==> src/rtl/core/csd_pkg.sv <==
`timescale 1ns / 1ps
`default_nettype none

package csd_pkg;

  // Sync pair that opens every frame.
  localparam logic [7:0] SYNC_FIRST  = 8'h48;
  localparam logic [7:0] SYNC_SECOND = 8'h4B;

  // CRC-16/CCITT-FALSE.
  localparam logic [15:0] CRC_INIT = 16'hFFFF;
  localparam logic [15:0] CRC_POLY = 16'h1021;

  // Header and trailer bytes around the payload.
  localparam logic [15:0] FRAME_OVERHEAD = 16'd10;

  // Version accepted after reset.
  localparam logic [7:0] VERSION_RESET = 8'd1;

  // Byte positions within a frame.
  localparam int POS_VERSION = 2;
  localparam int POS_TYPE    = 3;
  localparam int POS_SEQ_LO  = 4;
  localparam int POS_SEQ_HI  = 5;
  localparam int POS_LEN_LO  = 6;
  localparam int POS_LEN_HI  = 7;
  localparam int POS_PAYLOAD = 8;

  // Payload length as carried internally, and as shown on the result ports.
  localparam int PLEN_W    = 7;
  localparam int OUT_LEN_W = 6;

  // One good frame, as handed from the parser to the emitter.
  typedef struct packed {
    logic [7:0]        msg_type;
    logic [15:0]       seq;
    logic [PLEN_W-1:0] plen;
  } desc_t;

endpackage

`default_nettype wire

==> src/rtl/core/csd_front.sv <==
`timescale 1ns / 1ps
`default_nettype none

module csd_front import csd_pkg::*; #(
  parameter int MAX_FRAME_BYTES   = 64,
  parameter int MAX_PAYLOAD_BYTES = 54,
  parameter int IDX_W             = 6
) (
  input  wire logic             clk,
  input  wire logic             rst,
  input  wire logic             cfg_wr_en,
  input  wire logic [7:0]       cfg_wr_data,
  input  wire logic             in_valid,
  output logic                  in_ready,
  input  wire logic [7:0]       in_byte,
  input  wire logic             q_full,
  output logic                  pl_we,
  output logic [IDX_W-1:0]      pl_waddr,
  output logic [7:0]            pl_wdata,
  output logic                  push,
  output desc_t                 push_desc
);

  localparam int CNT_W = $clog2(MAX_FRAME_BYTES + 1);

  // One byte of CRC-16/CCITT-FALSE, MSB first.
  function automatic logic [15:0] crc16_byte(input logic [15:0] crc_in,
                                             input logic [7:0] data);
    logic [15:0] c;
    c = crc_in ^ {data, 8'h00};
    for (int b = 0; b < 8; b++) begin
      if (c[15]) begin
        c = {c[14:0], 1'b0} ^ CRC_POLY;
      end else begin
        c = {c[14:0], 1'b0};
      end
    end
    return c;
  endfunction

  logic [CNT_W-1:0] count;
  logic [CNT_W-1:0] count_next;
  logic [CNT_W-1:0] count_inc;
  logic [7:0]       version;
  logic [7:0]       ver_byte;
  logic [7:0]       type_byte;
  logic [7:0]       seq_lo;
  logic [7:0]       seq_hi;
  logic [7:0]       len_lo;
  logic [7:0]       len_hi;
  logic [15:0]      crc;
  logic [15:0]      crc_next;
  logic [7:0]       rx_crc_lo;
  logic             take;
  logic [15:0]      len16;
  logic [15:0]      expected;
  logic [16:0]      crc_limit;
  logic             in_crc;
  logic             is_rx_lo;
  logic             frame_end;
  logic             good;

  // A transfer is taken whenever the frame queue has a free payload bank.
  assign in_ready = !q_full;
  assign take     = in_valid && in_ready;

  // Length field, with the high byte straight from the input when it arrives.
  assign len16     = (count == CNT_W'(POS_LEN_HI)) ? {in_byte, len_lo} : {len_hi, len_lo};
  assign expected  = len16 + FRAME_OVERHEAD;
  assign count_inc = count + CNT_W'(1);
  assign crc_limit = {1'b0, len16} + 17'(POS_PAYLOAD);
  // The header from the version byte on is always covered; the length only bounds the payload part.
  assign in_crc    = (count >= CNT_W'(POS_VERSION)) &&
                     ((count < CNT_W'(POS_PAYLOAD)) || (17'(count) < crc_limit));
  assign is_rx_lo  = (17'(count) == crc_limit);
  assign crc_next  = crc16_byte((count == CNT_W'(POS_VERSION)) ? CRC_INIT : crc, in_byte);

  // Sync hunt and frame length tracking.
  always_comb begin
    count_next = count;
    frame_end  = 1'b0;
    if (count == '0) begin
      count_next = (in_byte == SYNC_FIRST) ? CNT_W'(1) : '0;
    end else if (count == CNT_W'(1)) begin
      if (in_byte == SYNC_SECOND) begin
        count_next = CNT_W'(2);
      end else begin
        count_next = (in_byte == SYNC_FIRST) ? CNT_W'(1) : '0;
      end
    end else if (count_inc < CNT_W'(POS_PAYLOAD)) begin
      count_next = count_inc;
    end else if (expected > 16'(MAX_FRAME_BYTES)) begin
      count_next = '0;
    end else if (16'(count_inc) >= expected) begin
      count_next = '0;
      frame_end  = 1'b1;
    end else begin
      count_next = count_inc;
    end
  end

  // Frame checks on its final byte; the received CRC is little-endian.
  assign good = (expected >= FRAME_OVERHEAD) && (ver_byte == version) &&
                (len16 <= 16'(MAX_PAYLOAD_BYTES)) && ({in_byte, rx_crc_lo} == crc);

  assign push                = take && frame_end && good;
  assign push_desc.msg_type  = type_byte;
  assign push_desc.seq       = {seq_hi, seq_lo};
  assign push_desc.plen      = PLEN_W'(len16);

  // Bytes from the payload onward go to the free bank of the payload buffer.
  assign pl_we    = take && (count >= CNT_W'(POS_PAYLOAD));
  assign pl_waddr = IDX_W'(count - CNT_W'(POS_PAYLOAD));
  assign pl_wdata = in_byte;

  // Control state and the version register.
  always_ff @(posedge clk) begin
    if (rst) begin
      count   <= '0;
      version <= VERSION_RESET;
    end else begin
      if (cfg_wr_en) begin
        version <= cfg_wr_data;
      end
      if (take) begin
        count <= count_next;
      end
    end
  end

  // Header fields and the running CRC.
  always_ff @(posedge clk) begin
    if (take) begin
      case (count)
        CNT_W'(POS_VERSION): ver_byte  <= in_byte;
        CNT_W'(POS_TYPE):    type_byte <= in_byte;
        CNT_W'(POS_SEQ_LO):  seq_lo    <= in_byte;
        CNT_W'(POS_SEQ_HI):  seq_hi    <= in_byte;
        CNT_W'(POS_LEN_LO):  len_lo    <= in_byte;
        CNT_W'(POS_LEN_HI):  len_hi    <= in_byte;
        default: ;
      endcase
      if (in_crc) begin
        crc <= crc_next;
      end
      if (is_rx_lo) begin
        rx_crc_lo <= in_byte;
      end
    end
  end

endmodule

`default_nettype wire

==> src/rtl/core/csd_queue.sv <==
`timescale 1ns / 1ps
`default_nettype none

module csd_queue import csd_pkg::*; #(
  parameter int IDX_W = 6
) (
  input  wire logic             clk,
  input  wire logic             rst,
  input  wire logic             pl_we,
  input  wire logic [IDX_W-1:0] pl_waddr,
  input  wire logic [7:0]       pl_wdata,
  input  wire logic             push,
  input  wire desc_t            push_desc,
  output logic                  full,
  input  wire logic             pop,
  output logic                  empty,
  output desc_t                 head_desc,
  input  wire logic             rd_en,
  input  wire logic [IDX_W-1:0] rd_addr,
  output logic [7:0]            rd_data
);

  // Two frames deep: each entry owns one bank of the payload buffer.
  logic [7:0] buf_mem [2**(IDX_W+1)];
  desc_t      desc_q [2];
  logic       wr_ptr;
  logic       rd_ptr;
  logic [1:0] used;

  assign full      = (used == 2'd2);
  assign empty     = (used == 2'd0);
  assign head_desc = desc_q[rd_ptr];

  // Payload buffer: the parser fills the free bank, the emitter reads the head bank.
  always_ff @(posedge clk) begin
    if (pl_we) begin
      buf_mem[{wr_ptr, pl_waddr}] <= pl_wdata;
    end
    if (rd_en) begin
      rd_data <= buf_mem[{rd_ptr, rd_addr}];
    end
  end

  // Frame descriptors.
  always_ff @(posedge clk) begin
    if (push) begin
      desc_q[wr_ptr] <= push_desc;
    end
  end

  // Pointers and occupancy.
  always_ff @(posedge clk) begin
    if (rst) begin
      wr_ptr <= 1'b0;
      rd_ptr <= 1'b0;
      used   <= 2'd0;
    end else begin
      if (push) begin
        wr_ptr <= !wr_ptr;
      end
      if (pop) begin
        rd_ptr <= !rd_ptr;
      end
      if (push && !pop) begin
        used <= used + 2'd1;
      end else if (pop && !push) begin
        used <= used - 2'd1;
      end
    end
  end

endmodule

`default_nettype wire

==> src/rtl/core/csd_back.sv <==
`timescale 1ns / 1ps
`default_nettype none

module csd_back import csd_pkg::*; #(
  parameter int IDX_W = 6
) (
  input  wire logic                 clk,
  input  wire logic                 rst,
  input  wire logic                 q_empty,
  input  wire desc_t                q_desc,
  output logic                      q_pop,
  output logic                      rd_en,
  output logic [IDX_W-1:0]          rd_addr,
  input  wire logic [7:0]           rd_data,
  output logic                      out_valid,
  input  wire logic                 out_ready,
  output logic [7:0]                msg_type,
  output logic [15:0]               sequence_number,
  output logic [OUT_LEN_W-1:0]      payload_count,
  output logic                      has_payload_byte,
  output logic [OUT_LEN_W-1:0]      payload_index,
  output logic [7:0]                payload_byte,
  output logic                      last
);

  typedef enum logic [2:0] {
    ST_IDLE = 3'b001,
    ST_READ = 3'b010,
    ST_SEND = 3'b100
  } back_state_t;

  back_state_t       state;
  logic [PLEN_W-1:0] plen;
  logic [PLEN_W-1:0] idx;
  logic [PLEN_W-1:0] idx_inc;

  assign idx_inc = idx + PLEN_W'(1);

  // Buffer reads and the release of a finished frame.
  always_comb begin
    rd_en   = 1'b0;
    rd_addr = idx[IDX_W-1:0];
    q_pop   = 1'b0;
    case (state)
      ST_IDLE: begin
        if (!q_empty && (q_desc.plen != '0)) begin
          rd_en   = 1'b1;
          rd_addr = '0;
        end
      end
      ST_SEND: begin
        if (out_ready) begin
          if (last) begin
            q_pop = 1'b1;
          end else begin
            rd_en   = 1'b1;
            rd_addr = idx_inc[IDX_W-1:0];
          end
        end
      end
      default: ;
    endcase
  end

  // Control: pick up a frame, fetch each byte, hold it until transferred.
  always_ff @(posedge clk) begin
    if (rst) begin
      state     <= ST_IDLE;
      out_valid <= 1'b0;
    end else begin
      case (state)
        ST_IDLE: begin
          if (!q_empty) begin
            if (q_desc.plen == '0) begin
              out_valid <= 1'b1;
              state     <= ST_SEND;
            end else begin
              state <= ST_READ;
            end
          end
        end
        ST_READ: begin
          out_valid <= 1'b1;
          state     <= ST_SEND;
        end
        ST_SEND: begin
          if (out_ready) begin
            out_valid <= 1'b0;
            state     <= last ? ST_IDLE : ST_READ;
          end
        end
        default: state <= ST_IDLE;
      endcase
    end
  end

  // Result fields.
  always_ff @(posedge clk) begin
    case (state)
      ST_IDLE: begin
        msg_type         <= q_desc.msg_type;
        sequence_number  <= q_desc.seq;
        payload_count    <= q_desc.plen[OUT_LEN_W-1:0];
        plen             <= q_desc.plen;
        idx              <= '0;
        has_payload_byte <= 1'b0;
        payload_index    <= '0;
        payload_byte     <= 8'd0;
        last             <= 1'b1;
      end
      ST_READ: begin
        has_payload_byte <= 1'b1;
        payload_index    <= idx[OUT_LEN_W-1:0];
        payload_byte     <= rd_data;
        last             <= (idx_inc == plen);
      end
      ST_SEND: begin
        if (out_ready && !last) begin
          idx <= idx_inc;
        end
      end
      default: ;
    endcase
  end

endmodule

`default_nettype wire

==> src/rtl/core/crc16_stream_deframer.sv <==
// Length-prefixed frame receiver with CRC-16/CCITT-FALSE check.
// Input channel (in_valid/in_ready/in_byte) takes one received byte per
// transfer. The parser hunts for the sync pair, collects the header, checks
// version, length and CRC, and writes the payload into one bank of a two-bank
// buffer. It takes one byte every cycle while a bank is free; with both banks
// holding good frames not yet emitted, in_ready stays low.
// Output channel (out_valid/out_ready and the result fields) gives one transfer
// per payload byte, last marking the final one, or a single transfer with
// has_payload_byte low for an empty frame. Each result takes a buffer read and
// the output register, so results never leave back to back. With the emitter
// idle, a frame's first result passes the queue, the buffer read and the output
// register after its final byte is taken; an empty frame skips the buffer read.
// A stalled receiver holds the current result; the parser keeps taking bytes
// into the free bank meanwhile. Bad frames are dropped with no result.
// cfg_wr_en writes the required version byte at once; it should only change
// while no frame is pending. Reset (rst, synchronous) empties the queue, clears
// the parser and sets the version to 1; the payload buffer needs no clearing.
`timescale 1ns / 1ps
`default_nettype none

module crc16_stream_deframer import csd_pkg::*; #(
  parameter int MAX_FRAME_BYTES   = 64,
  parameter int MAX_PAYLOAD_BYTES = 54
) (
  input  wire logic                 clk,
  input  wire logic                 rst,
  input  wire logic                 cfg_wr_en,
  input  wire logic [7:0]           cfg_wr_data,
  input  wire logic                 in_valid,
  output logic                      in_ready,
  input  wire logic [7:0]           in_byte,
  output logic                      out_valid,
  input  wire logic                 out_ready,
  output logic [7:0]                msg_type,
  output logic [15:0]               sequence_number,
  output logic [OUT_LEN_W-1:0]      payload_count,
  output logic                      has_payload_byte,
  output logic [OUT_LEN_W-1:0]      payload_index,
  output logic [7:0]                payload_byte,
  output logic                      last
);

  localparam int IDX_W = $clog2(MAX_FRAME_BYTES);

  logic             q_full;
  logic             q_empty;
  logic             q_pop;
  logic             pl_we;
  logic [IDX_W-1:0] pl_waddr;
  logic [7:0]       pl_wdata;
  logic             push;
  desc_t            push_desc;
  desc_t            head_desc;
  logic             rd_en;
  logic [IDX_W-1:0] rd_addr;
  logic [7:0]       rd_data;

  // Parser.
  csd_front #(
    .MAX_FRAME_BYTES   (MAX_FRAME_BYTES),
    .MAX_PAYLOAD_BYTES (MAX_PAYLOAD_BYTES),
    .IDX_W             (IDX_W)
  ) u_front (
    .clk         (clk),
    .rst         (rst),
    .cfg_wr_en   (cfg_wr_en),
    .cfg_wr_data (cfg_wr_data),
    .in_valid    (in_valid),
    .in_ready    (in_ready),
    .in_byte     (in_byte),
    .q_full      (q_full),
    .pl_we       (pl_we),
    .pl_waddr    (pl_waddr),
    .pl_wdata    (pl_wdata),
    .push        (push),
    .push_desc   (push_desc)
  );

  // Frame queue and payload buffer.
  csd_queue #(
    .IDX_W (IDX_W)
  ) u_queue (
    .clk       (clk),
    .rst       (rst),
    .pl_we     (pl_we),
    .pl_waddr  (pl_waddr),
    .pl_wdata  (pl_wdata),
    .push      (push),
    .push_desc (push_desc),
    .full      (q_full),
    .pop       (q_pop),
    .empty     (q_empty),
    .head_desc (head_desc),
    .rd_en     (rd_en),
    .rd_addr   (rd_addr),
    .rd_data   (rd_data)
  );

  // Result emitter.
  csd_back #(
    .IDX_W (IDX_W)
  ) u_back (
    .clk              (clk),
    .rst              (rst),
    .q_empty          (q_empty),
    .q_desc           (head_desc),
    .q_pop            (q_pop),
    .rd_en            (rd_en),
    .rd_addr          (rd_addr),
    .rd_data          (rd_data),
    .out_valid        (out_valid),
    .out_ready        (out_ready),
    .msg_type         (msg_type),
    .sequence_number  (sequence_number),
    .payload_count    (payload_count),
    .has_payload_byte (has_payload_byte),
    .payload_index    (payload_index),
    .payload_byte     (payload_byte),
    .last             (last)
  );

endmodule

`default_nettype wire
==> config.mk <==
export PLATFORM = sky130hd
export DESIGN_NAME = crc16_stream_deframer
export DESIGN_NICKNAME = d
export VERILOG_FILES = /design/src/rtl/core/csd_pkg.sv /design/src/rtl/core/csd_front.sv /design/src/rtl/core/csd_queue.sv /design/src/rtl/core/csd_back.sv /design/src/rtl/core/crc16_stream_deframer.sv
export SDC_FILE = /design/constraint.sdc
export NUM_CORES = 2
export LEC_CHECK = 0
export ABC_CLOCK_PERIOD_IN_PS = 4730
export BUFFER_PORTS_ARGS = -buffer_cell sky130_fd_sc_hd__buf_4
export CAP_MARGIN = 30
export CORE_MARGIN = 1.5
export CORE_UTILIZATION = 55
export CTS_CLUSTER_SIZE = 25
export DETAILED_ROUTE_END_ITERATION = 8
export GPL_TIMING_DRIVEN = 0
export PLACE_DENSITY = 0.74
export SLEW_MARGIN = 20
export SYNTH_ARGS = -nofsm -noshare
export SYNTH_HDL_FRONTEND = slang
export SYNTH_HIERARCHICAL = 1
export SYNTH_SLANG_ARGS = --single-unit
==> constraint.sdc <==
create_clock -name clk -period 4.73 [get_ports clk]
set_clock_uncertainty 0.2 [all_clocks]
set_input_delay 0.7095 -clock clk [delete_from_list [all_inputs] [get_ports clk]]
set_output_delay 0.7095 -clock clk [all_outputs]
set_load 0.005 [all_outputs]
# After elaboration in Yosys (flattened, before gate mapping)
# Memories as Yosys holds them, arrays and structs flattened. A register that Yosys moved wholly into a read port is not among the register bits.
# Index checks and enable logic that the tools add are counted.
[word_totals] register_bits=155 latchBits=0 ramBits=1086 mem_bits_ro=0 inputBits=21 out_inout_bits=48 wordCells=168 memories=2
[memory_table] name="u_queue.buf_mem" depth=128 width=8 read_ports=1 rd_ports_with_merged_regs=1 write_ports=1 line="csd_queue.sv:24" rtl="logic [7:0] buf_mem [2**(IDX_W+1)];"
[memory_table] name="u_queue.desc_q" depth=2 width=31 read_ports=1 rd_ports_with_merged_regs=1 write_ports=1 line="csd_queue.sv:25" rtl="desc_t desc_q [2];"
[op_classes] add_sub_neg=7 multipliers=0 n_div=0 order_cmp=9 n_eq_ne=21 shift=0 muxes=56 bitwise=9 reduce_logical=39
[ops] cell="13-bit 2-to-1 mux" count=8
[ops] cell="7-bit 2-to-1 mux" count=7
[ops] cell="16-bit 2-to-1 mux" count=2
[ops] cell="7-bit by 3-bit equality test with 1-bit output (second input constant)" count=4
[ops] cell="3-bit inverter" count=8
[ops] cell="6-bit one-hot mux with 2 select lines" count=2
[ops] cell="1-bit 2-to-1 mux" count=21
[ops] cell="2-bit AND reduction" count=10
[ops] cell="6-bit 2-to-1 mux" count=3
[ops] cell="16-bit by 4-bit adder with 17-bit output (second input constant)" count=1
[ops] cell="7-bit by 17-bit equality test with 1-bit output" count=1
[ops] cell="7-bit by 17-bit less-than comparator with 1-bit output" count=1
[ops] cell="16-bit by 4-bit adder with 16-bit output (second input constant)" count=1
[ops] cell="16-bit equality test" count=1
[ops] cell="8-bit by 7-bit equality test with 1-bit output (second input constant)" count=2
[ops] cell="16-bit by 4-bit >= comparator with 1-bit output (second input constant)" count=1
[ops] cell="7-bit by 16-bit >= comparator with 1-bit output" count=1
[ops] cell="16-bit by 7-bit > comparator with 1-bit output (second input constant)" count=1
[ops] cell="16-bit by 6-bit <= comparator with 1-bit output (second input constant)" count=1
[ops] cell="8-bit one-hot mux with 2 select lines" count=1
[ops] cell="16-bit XOR" count=1
[ops] cell="7-bit by 1-bit adder with 7-bit output (second input constant)" count=2
[ops] cell="7-bit by 2-bit equality test with 1-bit output (second input constant)" count=2
[ops] cell="7-bit logical NOT" count=2
[ops] cell="29 further kinds" count=57

# Longest topological paths before layout
[logic_depth] ltp_word=19 mapped_depth=14 ltp_nobuf=14

# By module
# The synthesis kept the hierarchy.
[modules_own_cells] mod="csd_queue" instances=1 cells_per_inst=1747 area_each_um2=42151.7 seq_area_each_um2=32951.6
[modules_own_cells] mod="csd_front" instances=1 cells_per_inst=481 area_each_um2=5185.0 seq_area_each_um2=2462.4
[modules_own_cells] mod="csd_back" instances=1 cells_per_inst=169 area_each_um2=2411.1 seq_area_each_um2=1701.6

# Worst setup path before layout
# Ideal clock, no wire load.
[synth_path] path_kind="register to register" startpoint="register (tool-made name)" endpoint="register u_queue.rd_data[0] (read register of u_queue.buf_mem), data pin" setup_time_ps=260 arrival_ps=4569 t_required_ps=4270 setup_slack_ps=-299 stages_incl_launch_ff=14 n_path_buf=3 period_less_slack_ps=5029 cell_sequence="dfxtp_1 -> buf_1 -> mux2_2 -> nor4_1 -> a211oi_4 -> nor2_2 -> inv_1 -> mux2i_1 -> clkbuf_1 -> buf_1 -> mux4_2 -> mux4_2 -> mux4_2 -> mux2_2"
[synth_lines] item="end: declaration" line="csd_queue.sv:20" rtl="output logic [7:0] rd_data"

==> metrics.csv <==
metric;value;unit
post-route-drc-count;0;
path_cells;buf_6 > mux2_4 > nor4_4 > a211oi_4 > nor2_2 > inv_2 > mux2i_1 > clkbuf_8 > buf_12 > buf_16 > buf_16 > mux4_2 > mux4_2 > mux4_2 > mux2_4;
synth_edf_count;1220;
violations;negative setup slack;
setup_viol_count_final;3;
synth_area_leader_cell;edfxtp_1;
crit_path_end_kind;register;
dr.pass1.iters;5;
met3_length;12560;um
final_cells;3899;
outcome;finished with violations;
start_util;55.35;%
fmax;0.2102;GHz
cp.arrival;5.01;ns
syn_area_per_cell;20.75;um2
hpwl;72780;um
yosys-top-cells-area;edfxtp_1, mux4_2, nor2_1, dfxtp_1, mux2_2;
die_area;92260;um2
worst_pin_slew;0.9529;ns
async_flop_share;0;%
path_delay_family;multiplexers;
die_w;303.8;um
numCtsBuffers;117;
setup_slack;-0.02784;ns
place_area;51850;um2
clockBufferDepth;3;
io_buffers;67;
placementRows;110;
layout_min_cycle_time;4.758;ns
crit_buf_inv;6;
drt-initial-drc-count;3470;
vias;25530;
io_pins;69;
grt_overflow;0;
gp_congestion;0.9074;
synth_ff_type;edfxtp_1;
max_stage_delay;0.56;ns
synth_area;49750;um2
viasPerCell;6.547;
cts_tree;built;
wl_met1;45340;um
h-tree-depth;3;
track_usage;25.95;%
critical_path_class;reg2reg;
grt_max_degree;129;
power;22240;uW
cp.required;4.98;ns
wl_met2;57310;um
critPathMaxFanout;6;
antennaDiodeCount;0;
finalHoldViolations;0;
clkSlewWorstSetupHoldPaths;0.06;ns
rsz0062_at_grt;true;
dp_cells;3645;
synth_cell_type_count;75;
powerDensity;390.1;nW/um2
numClockSinks;1244;
tns;-0.04803;ns
layout_common_cells;edfxtp_1, mux4_2, nor2_1;
maxCapViolations;0;
area_delta_synth_final;14.60;%
root_buffer;clkbuf_16;
grt_pass1_wl;173600;um
seq_area_frac_synth;74.61;%
synth.yosys.warnings;6;
cp_slowest_cell;mux4_2;
worstSkewPairLatency;0.72;ns
synth_cells;2397;
cpMostUsedCell;mux4_2;
layout_commonest_cell;edfxtp_1;
final_area;57010;um2
chipHeight;303.8;um
antenna_found_initial;2;
ir_drop;0.3281;mV
finalNetCount;2674;
finalCritPeriodShare;100.6;%
wirelength;119400;um
relSlewSlack;36.24;%
synth_top_cell_area_share;73.64;%
ant_nets;0;
p_leak;0.01776;uW
wire_per_inst;30.62;um
core;89870;um2
grt_pass1_vias;25470;
ys_ff_latch;1244;
start_kind;register;
drive_gt1_share;29.31;%
highest_layer;met5;
slew_violations;0;
hold_class;in2reg;
syn-num-nets;2445;
-- stage by stage --
stage          utilization (%)  setup WS (ns)  hold slack [ns]
3_5_place_dp             57.69         -1.478           0.2298
2_1_floorplan                -        0.02294           0.2215
3_3_place_gp             57.56         -1.704           0.2225
5_1_grt                  63.43        -0.1135          0.02430
4_1_cts                  62.90       -0.08602         0.006385
6_report                 63.43       -0.02784          0.04244
-- registers in the layout (all words and copies together) (netlist names), 6 cells and up, named ones only --
name                    count
u_queue/buf_mem          1024
u_queue/desc_q             62
u_back/sequence_number     16
u_front/crc                16
u_back/msg_type             8
u_back/payload_byte         8
u_front/len_hi              8
u_front/len_lo              8
u_front/rx_crc_lo           8
u_front/seq_hi              8
u_front/seq_lo              8
u_front/type_byte           8
u_front/ver_byte            8
u_front/version             8
u_queue/rd_data             8
u_back/idx                  7
u_front/count               7
u_back/payload_index        6
-- cells by family after synthesis --
| family | after synthesis | share of synthesized area (%) |
|---|---|---|
| simple gates | 391 | 3.770 |
| xor+xnor | 88 | 1.549 |
| flops | 1244 | 74.61 |
| compound gates | 92 | 1.373 |
| buf+inv | 164 | 1.605 |
| fa+ha+maj | 27 | 0.6791 |
| mux | 391 | 16.42 |
-- synthesized netlist by cell type (11+ instances only) --
master and count:
buf_2 14, nor2b_1 12, nor2_1 183, xnor2_1 50, buf_4 40, nand4_1 19
dfxtp_1 24, mux2_2 39, nor3_1 11, mux2i_1 16, xor2_1 38, clkbuf_1 67
ha_1 27, buf_1 16, mux4_2 336, inv_1 25, nand3_1 39, and2_1 21
edfxtp_1 1220, a21oi_1 22, nand2_1 48
-- metal layers --
layer	up-vias	GRT usage, %
met1	13350	36.59
met5	-	0
met4	4	8.811
met2	1631	41.06
li1	10290	-
met3	254	5.287
-- worst reg2reg max path: stages (launching register included) --
cell	delay [ns]
dfxtp_4	0.40
buf_6	0.11
mux2_4	0.31
nor4_4	0.32
a211oi_4	0.14
nor2_2	0.14
inv_2	0.05
mux2i_1	0.17
clkbuf_8	0.25
buf_12	0.14
buf_16	0.16
buf_16	0.16
mux4_2	0.53
mux4_2	0.56
mux4_2	0.55
mux2_4	0.32
-- layout make-up --
| type | instances | area, um2 |
|---|---|---|
| Clock buffer | 139 | 3062 |
| Multi-Input combinational cell | 989 | 11960 |
| Fill cell | 5733 | 32870 |
| Inverter | 25 | 93.84 |
| Timing Repair Buffer | 111 | 1227 |
| Sequential cell | 1244 | 37120 |
| Clock inverter | 77 | 920.9 |
| Buffer | 138 | 1150 |
| Tap cell | 1176 | 1471 |
-- where the power goes --
part	total (uW)	switching, uW	internal (uW)
registers	12100	26.2	12100
clock network	9640	4080	5560
logic	458	326	132
total	22200	4430	17800
-- path summary, 6_finish.rpt --
kind | depth (start not counted) | startpoint | slack, ns | endpoint
worst max-delay path | 15 | register | -0.03 | u_queue/rd_data[0]
worst min-delay path | 3 | cfg_wr_data[7] | 0.04 | u_front/version[7]
worst max register to register | 15 | register | -0.03 | u_queue/rd_data[0]
worst min register to register | 0 | u_front/seq_hi[0] | 0.24 | u_queue/desc_q[1][15]
-- repair_timing --
action / CTS / global route
hold buffers: 3 / 0
setup buffers: 12 / 8
gates cloned: 4 / 5
setup endpoints to repair: 8 / 103
gates resized for setup: 138 / 37
hold endpoints to repair: 3 / 0
pin swaps: 3 / 1
No activity file was read; power rests on OpenSTA's default activity.
